<file path="config.mk">
export PLATFORM = sky130hd
export DESIGN_NAME = nvr_queue
export DESIGN_NICKNAME = d
export VERILOG_FILES = /design/src/rtl/core/nvr_pkg.sv /design/src/rtl/core/nvr_queue.sv
export SDC_FILE = /design/constraint.sdc
export NUM_CORES = 1
export LEC_CHECK = 0
export BUFFER_PORTS_ARGS = -buffer_cell sky130_fd_sc_hd__buf_2
export CORE_MARGIN = 5
export CORE_UTILIZATION = 52
export DETAILED_ROUTE_END_ITERATION = 7
export GPL_ROUTABILITY_DRIVEN = 0
export PLACE_DENSITY_LB_ADDON = 0.25
export SYNTH_ARGS = -nofsm -noshare
export SYNTH_HDL_FRONTEND = slang
export SYNTH_SLANG_ARGS = --single-unit
</file>
<file path="constraint.sdc">
create_clock -name clk_i -period 4 [get_ports clk_i]
set_clock_uncertainty 0.1 [all_clocks]
set_input_delay 0.8 -clock clk_i [delete_from_list [all_inputs] [get_ports clk_i]]
set_output_delay 0.8 -clock clk_i [all_outputs]
set_load 0.02 [all_outputs]
</file>
<file path="src/rtl/core/nvr_pkg.sv">
`default_nettype none

package nvr_pkg;

  localparam int COORD_W  = 16;
  localparam int DIR_W    = 8;
  localparam int DIFF_W   = COORD_W + 1;
  localparam int NUM_W    = 13;
  localparam int METRIC_W = 53;

  // Widths of the metric terms, sized to the value ranges of the fields.
  localparam int SXD_W = DIR_W + DIFF_W;       // one s*d product, signed
  localparam int SD_W  = SXD_W + 1;            // s.d, signed
  localparam int S2_W  = 15;                   // one s*s square, unsigned
  localparam int SS_W  = 16;                   // |s|^2, unsigned
  localparam int D2_W  = 32;                   // one d*d square, unsigned
  localparam int DD_W  = 34;                   // |d|^2, unsigned
  localparam int TERM_W = 50;                  // |s|^2*|d|^2 and (s.d)^2

  localparam int CFG_IDX_W  = 3;
  localparam int CFG_DATA_W = COORD_W;

  localparam int unsigned MAX_VERTICES_DEF = 4096;

  localparam int QDEPTH = 4;
  localparam int QA_W   = $clog2(QDEPTH);
  localparam int QLVL_W = $clog2(QDEPTH + 1);

  typedef enum logic [CFG_IDX_W-1:0] {
    CFG_ORIGIN_X = 3'd0,
    CFG_ORIGIN_Y = 3'd1,
    CFG_ORIGIN_Z = 3'd2,
    CFG_DIR_X    = 3'd3,
    CFG_DIR_Y    = 3'd4,
    CFG_DIR_Z    = 3'd5
  } cfg_idx_e;

  typedef struct packed {
    logic signed [COORD_W-1:0] vert_x;
    logic signed [COORD_W-1:0] vert_y;
    logic signed [COORD_W-1:0] vert_z;
    logic                      last_vertex;
  } vert_t;

  typedef struct packed {
    logic [NUM_W-1:0] nearest_number;
    logic             found;
  } result_t;

  typedef struct packed {
    logic signed [COORD_W-1:0] origin_x;
    logic signed [COORD_W-1:0] origin_y;
    logic signed [COORD_W-1:0] origin_z;
    logic signed [DIR_W-1:0]   dir_x;
    logic signed [DIR_W-1:0]   dir_y;
    logic signed [DIR_W-1:0]   dir_z;
  } cfg_t;

  // Per-item control that rides along with the arithmetic.
  typedef struct packed {
    logic             last;
    logic             counted;   // vertex lies within the list limit
    logic             has_vert;  // list holds at least one counted vertex
    logic             dir_ok;    // no direction component is zero
    logic [NUM_W-1:0] number;    // 1-based number of this vertex
  } item_ctl_t;

  typedef struct packed {
    logic signed [DIFF_W-1:0] dx;
    logic signed [DIFF_W-1:0] dy;
    logic signed [DIFF_W-1:0] dz;
    item_ctl_t                ctl;
  } qent_t;

  typedef struct packed {
    logic              full;
    logic              empty;
    logic [QLVL_W-1:0] level;
  } q_stat_t;

endpackage

`default_nettype wire

</file>
<file path="src/rtl/core/nvr_queue.sv">
`default_nettype none

module nvr_queue (
  input  wire logic           clk_i,
  input  wire logic           rst_ni,
  input  wire logic           push_i,
  input  nvr_pkg::qent_t      push_data_i,
  input  wire logic           pop_i,
  output nvr_pkg::qent_t      pop_data_o,
  output nvr_pkg::q_stat_t    stat_o
);
  import nvr_pkg::*;

  qent_t             mem_q [QDEPTH];
  logic [QA_W-1:0]   wr_ptr_q, wr_ptr_d;
  logic [QA_W-1:0]   rd_ptr_q, rd_ptr_d;
  logic [QLVL_W-1:0] level_q, level_d;
  logic              do_push, do_pop;

  assign stat_o.full  = level_q == QLVL_W'(QDEPTH);
  assign stat_o.empty = level_q == '0;
  assign stat_o.level = level_q;

  assign do_push = push_i && !stat_o.full;
  assign do_pop  = pop_i && !stat_o.empty;

  assign pop_data_o = mem_q[rd_ptr_q];

  always_comb begin
    wr_ptr_d = wr_ptr_q;
    rd_ptr_d = rd_ptr_q;
    level_d  = level_q;
    if (do_push) begin
      wr_ptr_d = (wr_ptr_q == QA_W'(QDEPTH - 1)) ? '0 : wr_ptr_q + QA_W'(1);
    end
    if (do_pop) begin
      rd_ptr_d = (rd_ptr_q == QA_W'(QDEPTH - 1)) ? '0 : rd_ptr_q + QA_W'(1);
    end
    unique case ({do_push, do_pop})
      2'b10:   level_d = level_q + QLVL_W'(1);
      2'b01:   level_d = level_q - QLVL_W'(1);
      default: level_d = level_q;
    endcase
  end

  always_ff @(posedge clk_i) begin
    if (do_push) begin
      mem_q[wr_ptr_q] <= push_data_i;
    end
  end

  always_ff @(posedge clk_i or negedge rst_ni) begin
    if (!rst_ni) begin
      wr_ptr_q <= '0;
      rd_ptr_q <= '0;
      level_q  <= '0;
    end else begin
      wr_ptr_q <= wr_ptr_d;
      rd_ptr_q <= rd_ptr_d;
      level_q  <= level_d;
    end
  end

endmodule

`default_nettype wire

</file>
==> run metrics <==
maximum fanout along the worst path=20; post-layout util=a little over three fifths; Yosys reg bits=279; syn_nets=between 400 and 500; Die X=151 um; total leakage power=0.00422 uW; die height=about 150 um; final period utilization=80.2%; Post-Syn Instances=about 400; Worst Hold Class=primary input to flip-flop; Startpoint Class=flip-flop; H-tree depth=1; post-route ant nets=0; final wirelength=17900 um; Max Fclk=slightly above 300 MHz; sw power=just under 3000 uW; largest net degree at the start of global routing=69; WP data arrival=2.31 ns; crit path kind=flip-flop to primary output; Clk Latency, worst-skew pair=roughly 0.51 ns; worst relative slew slack=29.2%; post-synthesis compound-gate area fraction=0%; Top-Level Pins=145; P per Cell Area=781 mW/mm^2; Worst-path clk slew=around 0.060 ns; count of max-cap constraint violations=0; effective utilization at floorplan=a little over half; Core ar.=0.0195 mm^2; adder-cell share of the synthesized area=0.920%; # diodes=0; final hold violation count=0; DR iter-0 viols=267; sw frac=a little under a third; synth unique cells=20; Vias per Instance=about 5.4; register share of total power=43.6%; Worst VDD drop=460 uV; via count=4594; Clk pwr share=26.5%; Wirelength per Cell=21.1 um; # fillers=1399; Worst-Margin Slew=1.06 ns; Seq/Total Area, Yosys=80.7%; Sum Neg Setup Slack=0 ns; pins over their slew limit=0; die outline area=around 0.023 mm^2; Port Buffers=144; final worst setup slack=0.791 ns; CP endpoint kind=primary output; Post-Synthesis Cell Area=0.0103 mm^2; DP HPWL=around 11000 um; layout net count=642; CTS sink cnt=~280; Area growth, synth to finish=18.3%; Root Buffer=clkbuf_16; initial antenna violation count=1; postcts setup bufs=0; CTS tree=yes; GRT overflow=0; RSZ-0062 raised after global routing=no; pre-CTS setup slack=1.26 ns; Comb power frac=29.9%; post-synthesis xor/xnor area fraction=0.254%; total power=9560 uW; mean area per synthesized cell=26.1 um^2; mux cell area share after synthesis=15.3%; required time of the critical path=approximately 3.1 ns; final setup violating endpoints=0; vias in the first global route=about 5.1k; Internal=6600 uW; share of cells above drive strength 1=47.4%; status=finished, final reports clean; Post-route DRC=0; main combinational cell family by area after synthesis=multiplexers; Final min period=3.21 ns; Num CTS Buffers=28; global-route wire length before repair=28300 um; commonest cells after routing, fill and taps aside=edfxtp_1 (272), buf_2 (144), mux4_2 (68); Post-Synth Simple-Gate Area=0.666%; yosys warns=0; commonest non-fill, non-tap cell in the layout=edfxtp_1; post_cts resized=0; drt pass-1 iters=4; clk buf depth=3; Global Route Usage Sum=around 16%; std cell rows=51
critical path: stages (launching register included):
cell and delay, ns:
dfrtp_4 0.66, buf_4 0.38, mux4_2 0.56, buf_2 0.18
cells by family after synthesis:
| kind of cell | after synthesis |
|---|---|
| DFF | 279 |
| muxes | 73 |
| buffers and inverters | 23 |
| and+or+nand+nor | 11 |
| adders and majority gates | 7 |
| xor gates and xnor gates | 3 |
repair_timing:
action,4_1_cts,5_1_grt
hold endpoints to repair,7,0
hold buffers,1,0
setup endpoints to repair,0,0
power by group through the flow:
stage	clock, uW	sequential [uW]	combinational [uW]
after floorplan	0	4070	2250
after CTS	2600	4180	2940
after global placement	0	4200	2910
final	2540	4160	2860
after global routing	2740	4230	3090
after detailed placement	0	4240	2930
synthesized netlist by cell type:
library cell  number  area, um^2
edfxtp_1         272        8170
mux4_2            68        1530
buf_12             7         140
buf_2              7        35.0
dfrtp_1            7         175
inv_1              7        26.3
ha_1               6        75.1
and2_1             4        25.0
mux2_2             4        45.0
nor2_1             3        11.3
xor2_1             2        17.5
buf_4              1        7.51
buf_6              1        11.3
fa_1               1        20.0
mux2i_1            1        10.0
nand2b_1           1        6.26
nor2b_2            1        8.76
nor3_1             1        5.00
nor3b_2            1        12.5
xnor2_1            1        8.76
stage by stage:
stage               area, um^2  std cells  hold slack, ns
floorplan                10300        396           0.404
global placement         11300        797           0.394
detailed placement       11300        797           0.399
CTS                      12200        850           0.373
global route             12200        850           0.362
finish                   12200        850           0.394
layout make-up:
cell class	instances	area, um^2	area share (%)
clock buffers	35	778	6.36
clock inverters	17	144	1.18
inverters	7	26.3	0.215
multi-input cells	94	1790	14.6
flip-flops and latches	279	8350	68.3
well taps	265	332	2.71
repair buffers	153	816	6.67
path summary, 6_finish.rpt:
path	slack, ns	startpoint	to	cells after the start
max in group asynchronous	3.06	rst_ni	rd_ptr_q[1]	2
hold reg to reg	0.41	level_q[2]	level_q[2]	1
setup / recovery	0.79	rd_ptr_q[0]	pop_data_o[52]	3
hold / removal	0.39	push_data_i[1]	mem_q[0][1]	1
setup reg to reg	1.62	level_q[2]	mem_q[1][14]	4
min in group asynchronous	0.55	rst_ni	level_q[2]	2
metal layers:
layer / GRT usage, % / part of all wire [%] / vias to the layer above
met5: 0 / 0.073 / -
met4: 3.67 / 1.3 / 2
met3: 4.22 / 7.5 / 26
met2: 26.7 / 50 / 145
met1: 22.2 / 41 / 2398
li1: - / - / 2023
registers in the layout, indices dropped and copies added (netlist names):
name      count
wr_ptr_q      2
rd_ptr_q      2
level_q       3
mem_q       272
Power figures use the tool's default switching activity.
