## config.mk

```make
export PLATFORM = sky130hd
export DESIGN_NAME = nvr_back_flat
export DESIGN_NICKNAME = d
export VERILOG_FILES = /design/src/rtl/core/nvr_pkg.sv /design/src/rtl/core/nvr_stream_if.sv /design/src/rtl/core/nvr_back.sv /design/src/flat_wrapper.sv
export SDC_FILE = /design/constraint.sdc
export NUM_CORES = 1
export LEC_CHECK = 0
export BUFFER_PORTS_ARGS = -buffer_cell sky130_fd_sc_hd__buf_2
export CAP_MARGIN = 20
export CORE_AREA = 2 2 57 59
export CTS_BUF_LIST = sky130_fd_sc_hd__clkbuf_4 sky130_fd_sc_hd__clkbuf_8
export CTS_CLUSTER_SIZE = 30
export DETAILED_ROUTE_END_ITERATION = 16
export DIE_AREA = 0 0 59 61
export GPL_TIMING_DRIVEN = 0
export MAX_ROUTING_LAYER = met4
export PLACE_DENSITY = 0.81
export RECOVER_POWER = 25
export SYNTH_ARGS = -nofsm -noshare
export SYNTH_HDL_FRONTEND = slang
export SYNTH_SLANG_ARGS = --single-unit
```

## constraint.sdc

```tcl
create_clock -name clk_i -period 3.3 [get_ports clk_i]
set_input_delay 0.495 -clock clk_i [delete_from_list [all_inputs] [get_ports clk_i]]
set_output_delay 0.495 -clock clk_i [all_outputs]
set_load 0.005 [all_outputs]
```

## src/rtl/core/nvr_pkg.sv

```systemverilog
`default_nettype none

package nvr_pkg;

  localparam int COORD_W  = 16;
  localparam int DIR_W    = 8;
  localparam int DIFF_W   = COORD_W + 1;
  localparam int NUM_W    = 13;
  localparam int METRIC_W = 53;

  // Widths of the metric terms, sized to the value ranges of the fields.
  localparam int SXD_W = DIR_W + DIFF_W;       // one s*d product, signed
  localparam int SD_W  = SXD_W + 1;            // s.d, signed
  localparam int S2_W  = 15;                   // one s*s square, unsigned
  localparam int SS_W  = 16;                   // |s|^2, unsigned
  localparam int D2_W  = 32;                   // one d*d square, unsigned
  localparam int DD_W  = 34;                   // |d|^2, unsigned
  localparam int TERM_W = 50;                  // |s|^2*|d|^2 and (s.d)^2

  localparam int CFG_IDX_W  = 3;
  localparam int CFG_DATA_W = COORD_W;

  localparam int unsigned MAX_VERTICES_DEF = 4096;

  localparam int QDEPTH = 4;
  localparam int QA_W   = $clog2(QDEPTH);
  localparam int QLVL_W = $clog2(QDEPTH + 1);

  typedef enum logic [CFG_IDX_W-1:0] {
    CFG_ORIGIN_X = 3'd0,
    CFG_ORIGIN_Y = 3'd1,
    CFG_ORIGIN_Z = 3'd2,
    CFG_DIR_X    = 3'd3,
    CFG_DIR_Y    = 3'd4,
    CFG_DIR_Z    = 3'd5
  } cfg_idx_e;

  typedef struct packed {
    logic signed [COORD_W-1:0] vert_x;
    logic signed [COORD_W-1:0] vert_y;
    logic signed [COORD_W-1:0] vert_z;
    logic                      last_vertex;
  } vert_t;

  typedef struct packed {
    logic [NUM_W-1:0] nearest_number;
    logic             found;
  } result_t;

  typedef struct packed {
    logic signed [COORD_W-1:0] origin_x;
    logic signed [COORD_W-1:0] origin_y;
    logic signed [COORD_W-1:0] origin_z;
    logic signed [DIR_W-1:0]   dir_x;
    logic signed [DIR_W-1:0]   dir_y;
    logic signed [DIR_W-1:0]   dir_z;
  } cfg_t;

  // Per-item control that rides along with the arithmetic.
  typedef struct packed {
    logic             last;
    logic             counted;   // vertex lies within the list limit
    logic             has_vert;  // list holds at least one counted vertex
    logic             dir_ok;    // no direction component is zero
    logic [NUM_W-1:0] number;    // 1-based number of this vertex
  } item_ctl_t;

  typedef struct packed {
    logic signed [DIFF_W-1:0] dx;
    logic signed [DIFF_W-1:0] dy;
    logic signed [DIFF_W-1:0] dz;
    item_ctl_t                ctl;
  } qent_t;

  typedef struct packed {
    logic              full;
    logic              empty;
    logic [QLVL_W-1:0] level;
  } q_stat_t;

endpackage

`default_nettype wire

```

## src/rtl/core/nvr_stream_if.sv

```systemverilog
`default_nettype none

interface nvr_stream_if #(
  parameter type T = logic
) ();
  logic valid;
  logic ready;
  T     data;

  modport source (output valid, output data, input ready);
  modport sink   (input valid, input data, output ready);
endinterface

`default_nettype wire

```

## src/rtl/core/nvr_back.sv

```systemverilog
`default_nettype none

module nvr_back (
  input  wire logic           clk_i,
  input  wire logic           rst_ni,
  input  nvr_pkg::cfg_t       cfg_i,
  input  wire logic           q_empty_i,
  input  nvr_pkg::qent_t      q_data_i,
  output logic                pop_o,
  nvr_stream_if.source        res
);
  import nvr_pkg::*;

  typedef struct packed {
    logic signed [SXD_W-1:0] sxdx, sydy, szdz;
    logic [S2_W-1:0]         sx2, sy2, sz2;
    logic [D2_W-1:0]         dx2, dy2, dz2;
    item_ctl_t               ctl;
  } st1_t;

  typedef struct packed {
    logic [SS_W-1:0]        ss;
    logic [DD_W-1:0]        dd;
    logic signed [SD_W-1:0] sd;
    item_ctl_t              ctl;
  } st2_t;

  typedef struct packed {
    logic [TERM_W-1:0] ssdd;
    logic [TERM_W-1:0] sdsd;
    item_ctl_t         ctl;
  } st3_t;

  typedef struct packed {
    logic [METRIC_W-1:0] metric;
    item_ctl_t           ctl;
  } st4_t;

  logic    en;
  logic    v1_q, v2_q, v3_q, v4_q;
  st1_t    s1_q, s1_d;
  st2_t    s2_q, s2_d;
  st3_t    s3_q, s3_d;
  st4_t    s4_q, s4_d;
  logic [METRIC_W-1:0] best_metric_q, best_metric_d;
  logic [NUM_W-1:0]    best_number_q, best_number_d;
  logic                out_valid_q, out_valid_d;
  result_t             out_data_q, out_data_d;

  // Advance the whole pipe unless a result sits unclaimed.
  assign en    = !out_valid_q || res.ready;
  assign pop_o = en && !q_empty_i;

  assign res.valid = out_valid_q;
  assign res.data  = out_data_q;

  // Stage 1: the nine products.
  always_comb begin
    logic signed [2*DIR_W-1:0]  tsx, tsy, tsz;
    logic signed [2*DIFF_W-1:0] tdx, tdy, tdz;
    tsx = cfg_i.dir_x * cfg_i.dir_x;
    tsy = cfg_i.dir_y * cfg_i.dir_y;
    tsz = cfg_i.dir_z * cfg_i.dir_z;
    tdx = q_data_i.dx * q_data_i.dx;
    tdy = q_data_i.dy * q_data_i.dy;
    tdz = q_data_i.dz * q_data_i.dz;
    s1_d.sxdx = cfg_i.dir_x * q_data_i.dx;
    s1_d.sydy = cfg_i.dir_y * q_data_i.dy;
    s1_d.szdz = cfg_i.dir_z * q_data_i.dz;
    s1_d.sx2  = tsx[S2_W-1:0];
    s1_d.sy2  = tsy[S2_W-1:0];
    s1_d.sz2  = tsz[S2_W-1:0];
    s1_d.dx2  = tdx[D2_W-1:0];
    s1_d.dy2  = tdy[D2_W-1:0];
    s1_d.dz2  = tdz[D2_W-1:0];
    s1_d.ctl  = q_data_i.ctl;
  end

  // Stage 2: the three sums.
  always_comb begin
    s2_d.ss = {{(SS_W-S2_W){1'b0}}, s1_q.sx2} + {{(SS_W-S2_W){1'b0}}, s1_q.sy2}
            + {{(SS_W-S2_W){1'b0}}, s1_q.sz2};
    s2_d.dd = {2'b00, s1_q.dx2} + {2'b00, s1_q.dy2} + {2'b00, s1_q.dz2};
    s2_d.sd = {s1_q.sxdx[SXD_W-1], s1_q.sxdx}
            + {s1_q.sydy[SXD_W-1], s1_q.sydy}
            + {s1_q.szdz[SXD_W-1], s1_q.szdz};
    s2_d.ctl = s1_q.ctl;
  end

  // Stage 3: the two wide products.
  always_comb begin
    logic [SS_W+DD_W-1:0]       tp;
    logic signed [2*SD_W-1:0]   tq;
    tp = s2_q.ss * s2_q.dd;
    tq = s2_q.sd * s2_q.sd;
    s3_d.ssdd = tp[TERM_W-1:0];
    s3_d.sdsd = tq[TERM_W-1:0];
    s3_d.ctl  = s2_q.ctl;
  end

  // Stage 4: the difference, never negative.
  always_comb begin
    s4_d.metric = {{(METRIC_W-TERM_W){1'b0}}, s3_q.ssdd}
                - {{(METRIC_W-TERM_W){1'b0}}, s3_q.sdsd};
    s4_d.ctl    = s3_q.ctl;
  end

  // Running compare; strict less keeps the earliest of equal vertices.
  always_comb begin
    logic upd;
    logic fnd;
    logic [NUM_W-1:0] nb;
    upd = s4_q.ctl.counted && (s4_q.metric < best_metric_q);
    nb  = upd ? s4_q.ctl.number : best_number_q;
    fnd = s4_q.ctl.dir_ok && s4_q.ctl.has_vert;
    best_metric_d = best_metric_q;
    best_number_d = best_number_q;
    out_valid_d   = out_valid_q;
    out_data_d    = out_data_q;
    if (en) begin
      out_valid_d = v4_q && s4_q.ctl.last;
      if (v4_q) begin
        priority if (s4_q.ctl.last) begin
          out_data_d.found          = fnd;
          out_data_d.nearest_number = fnd ? nb : '0;
          best_metric_d             = '1;
          best_number_d             = '0;
        end else if (upd) begin
          best_metric_d = s4_q.metric;
          best_number_d = s4_q.ctl.number;
        end else begin
          best_metric_d = best_metric_q;
          best_number_d = best_number_q;
        end
      end
    end
  end

  always_ff @(posedge clk_i) begin
    if (en) begin
      s1_q <= s1_d;
      s2_q <= s2_d;
      s3_q <= s3_d;
      s4_q <= s4_d;
    end
    out_data_q <= out_data_d;
  end

  always_ff @(posedge clk_i or negedge rst_ni) begin
    if (!rst_ni) begin
      v1_q          <= 1'b0;
      v2_q          <= 1'b0;
      v3_q          <= 1'b0;
      v4_q          <= 1'b0;
      out_valid_q   <= 1'b0;
      best_metric_q <= '1;
      best_number_q <= '0;
    end else begin
      if (en) begin
        v1_q <= !q_empty_i;
        v2_q <= v1_q;
        v3_q <= v2_q;
        v4_q <= v3_q;
      end
      out_valid_q   <= out_valid_d;
      best_metric_q <= best_metric_d;
      best_number_q <= best_number_d;
    end
  end

endmodule

`default_nettype wire

```

## src/flat_wrapper.sv

```systemverilog
// flat-port wrapper written by rule: the top's interface ports become plain ports
module nvr_back_flat import nvr_pkg::*;
  (clk_i, rst_ni, cfg_i, q_empty_i, q_data_i, pop_o, res_valid, res_data, res_ready);
  nvr_stream_if res_i ();
  input  wire logic clk_i;
  input  wire logic rst_ni;
  input  nvr_pkg::cfg_t cfg_i;
  input  wire logic q_empty_i;
  input  nvr_pkg::qent_t q_data_i;
  output logic pop_o;
  output wire logic [$bits(res_i.valid)-1:0] res_valid;
  output wire logic [$bits(res_i.data)-1:0] res_data;
  input wire logic [$bits(res_i.ready)-1:0] res_ready;
  assign res_valid = res_i.valid;
  assign res_data = res_i.data;
  assign res_i.ready = res_ready;
  nvr_back u_core (.clk_i(clk_i), .rst_ni(rst_ni), .cfg_i(cfg_i), .q_empty_i(q_empty_i), .q_data_i(q_data_i), .pop_o(pop_o), .res(res_i));
endmodule
```

==> summary.txt <==
Place
  – Post-DP HPWL: 595 um
  – Routability Congestion: 0.665
  – Input/output buffers: 9

Setup path
  – Critical Path Start Type: flop
  – CP Class: flop to primary output
  – Reg2reg end: u_core.v3_q
  – Setup crit end kind: primary output
  – CP Data Arrival Time: 1.11 ns
  – R2R depth: 3
  – CP Max Fanout: 5
  – Req. time, crit path: 2.80 ns
  – Reg2reg start: u_core.res.valid
  – Reg2reg setup slack: 2.06 ns

GRT
  – Grt total ovfl: 0
  – First-pass GRT wire length: 1.42 mm
  – Tot GR Track Use: 0.0595
  – Initial antenna violation count: 0
  – Vias in the first global route: 313
  – Largest net degree at the start of global routing: 16

Cells and area
  – Layout cells sized above 1: 0.386
  – Most frequent cells in the layout: 13 x edfxtp_1, 9 x buf_2, 5 x dfrtp_1
  – Area growth, synth to finish: 20.2%
  – Antenna cells: 0
  – Fill count: 314
  – Most common cell after layout, fill and taps aside: edfxtp_1
  – Post-layout util: 0.247
  – Nets: 189

Timing
  – Min cycle time layout: 1.61 ns
  – Layout Skew: 0.000781 ns
  – RSZ-0062 raised after global routing: no
  – # setup viols final: 0
  – Slew Viols, Final: 0
  – Worst slew margin: 0.800
  – Fmax achieved: 622 MHz
  – Fin. Hold Viols: 0
  – Setup TNS: 0 ns
  – Worst slew pin tran: 0.300 ns
  – Period Utilization, post-route: 0.488

Floorplanning
  – Die Ht: 61 um
  – Cell Rows: 20
  – Chip width: 59 um
  – IO Pins: 147
  – Initial Util: 0.206
  – Die area: 3600 um^2
  – Core box area: 2950 um^2

Yosys
  – Register area share after synthesis: 0.848
  – #FFs+latches synth: 18
  – Synth Instances: 30
  – Synthesized Nets: 174
  – Largest area contributor in the netlist: edfxtp_1
  – Top-area cell type share of the netlist area: 0.642
  – Synth Area per Inst: 20.3 um^2
  – YS warnings: 0
  – Post-synthesis cell area: 608 um^2
  – Synth area leaders: edfxtp_1 64%, dfrtp_1 21%, mux2_4 4.9%
  – Netlist cell types: 11

Pwr
  – Static leakage: 0.296 nW
  – Combinational Power Share: 0.167
  – Psw: 0.136 mW
  – Clock power frac: 0.188
  – Internal Pwr Total: 0.433 mW
  – Sw frac: 0.239
  – Worst ir drop on vdd: 0.000267 V
  – Cell Pwr Density: 779 nW/um^2
  – Seq pwr share: 0.645

Outcome
  – Status: complete, no violations

Route
  – Remaining DRCs: 0
  – Post-DRT Antenna Nets: 0
  – DRT iter0 DRCs: 6
  – DR vias: 293
  – Routed wire per std cell: 10.6 um
  – Drt total wl: 816 um
  – Vias per cell: 3.81
  – First-pass iteration count of the detailed router: 4

CTS
  – H-tree levels: 1
  – CTS root buffer: clkbuf_4
  – TritonCTS Buffers: 3
  – Clock net sink count: 18
  – Worst-Skew Late Latency: 0.28 ns
  – CTS tree: yes
  – Clock Pin Slew Worst Setup and Hold Paths: 0.09 ns
  – Postcts setup bufs: 0
  – Hold_buf cts: 1
  – Longest Clk Path Bufs: 2
  – Post_cts resized: 0

Min path
  – Hold worst-path end: u_core.s1_q[13]
  – Hold path depth: 1
  – Hold_sp: q_data_i[13]
  – Hold Crit Class: input port to flop

Job
  – Max Cap Violations: 0
[registers in the layout (all words and copies together) (netlist names)]
register / flops
u_core.v2_q: 1
u_core.s4_q: 3
u_core.res.data: 1
u_core.v4_q: 1
u_core.v3_q: 1
u_core.v1_q: 1
u_core.s3_q: 3
u_core.s1_q: 3
u_core.s2_q: 3
u_core.res.valid: 1
[how the worst max path moves through the flow]
stage / startpoint / end / slack (ns) / cells after the start
after detailed placement: res_ready / pop_o / 1.83 / 4
after CTS: u_core.res.valid / pop_o / 1.68 / 3
after global placement: res_ready / pop_o / 1.83 / 4
after global routing: u_core.res.valid / pop_o / 1.65 / 3
final: u_core.res.valid / pop_o / 1.69 / 3
after floorplan: res_ready / u_core.v3_q / 2.11 / 3
[cell type report]
cell class                      instances  area, um^2  share of cell area
Sequential cell                        18         515               0.705
Multi-Input combinational cell         11        88.8               0.122
Inverter                                1        3.75             0.00514
Tap cell                               33        41.3              0.0565
Clock inverter                          1        3.75             0.00514
Clock buffer                            3        22.5              0.0308
Timing Repair Buffer                   10        55.1              0.0753
[Yosys cell counts, drive strengths merged]
master	number
and2	1
dfrtp	5
edfxtp	13
inv	1
mux2	3
nand2	2
nand3b	1
nor2	2
nor2b	1
o21ai	1
[power by group through the flow]
stage | Clock (mW) | Combinational (mW) | Sequential (mW)
2_1_floorplan | 0 | 0.0671 | 0.363
3_3_place_gp | 0 | 0.0938 | 0.366
3_5_place_dp | 0 | 0.0961 | 0.373
4_1_cts | 0.114 | 0.0974 | 0.368
5_1_grt | 0.121 | 0.106 | 0.378
6_report | 0.107 | 0.0953 | 0.367
[metal layers]
layer	global-route usage	up-vias	part of all wire
met3	0.0256	2	0.050
met1	0.0617	146	0.46
met4	0.0487	0	0.0098
met2	0.0873	9	0.48
met5	-	-	0
li1	-	136	-
[critical path: stages, from the launching register on]
cell and delay (ns):
dfrtp_1 0.41, nor2b_4 0.15, nor2_1 0.12, buf_2 0.14
[kinds of logic (layout without fill, tap and decap cells)]
kind of cell / Yosys count / count (layout) / share of synthesized area
flip-flops: 18 / 18 / 0.848
AND/OR/NAND/NOR: 7 / 7 / 0.0700
multiplexers: 3 / 3 / 0.0679
AO/OA/AOI/OAI: 1 / 1 / 0.00822
buffers and inverters: 1 / 15 / 0.00617
[per-stage QoR]
| step | power, mW | area, um^2 | cells | hold slack (ns) | setup WS [ns] |
|---|---|---|---|---|---|
| 6_report | 0.569 | 731 | 77 | 0.377 | 1.69 |
| 4_1_cts | 0.580 | 731 | 77 | 0.361 | 1.68 |
| 3_3_place_gp | 0.460 | 694 | 72 | 0.309 | 1.83 |
| 2_1_floorplan | 0.430 | 608 | 30 | 0.199 | 2.11 |
| 5_1_grt | 0.604 | 731 | 77 | 0.357 | 1.65 |
| 3_5_place_dp | 0.469 | 694 | 72 | 0.311 | 1.83 |
(Power assumes the default switching activity.)
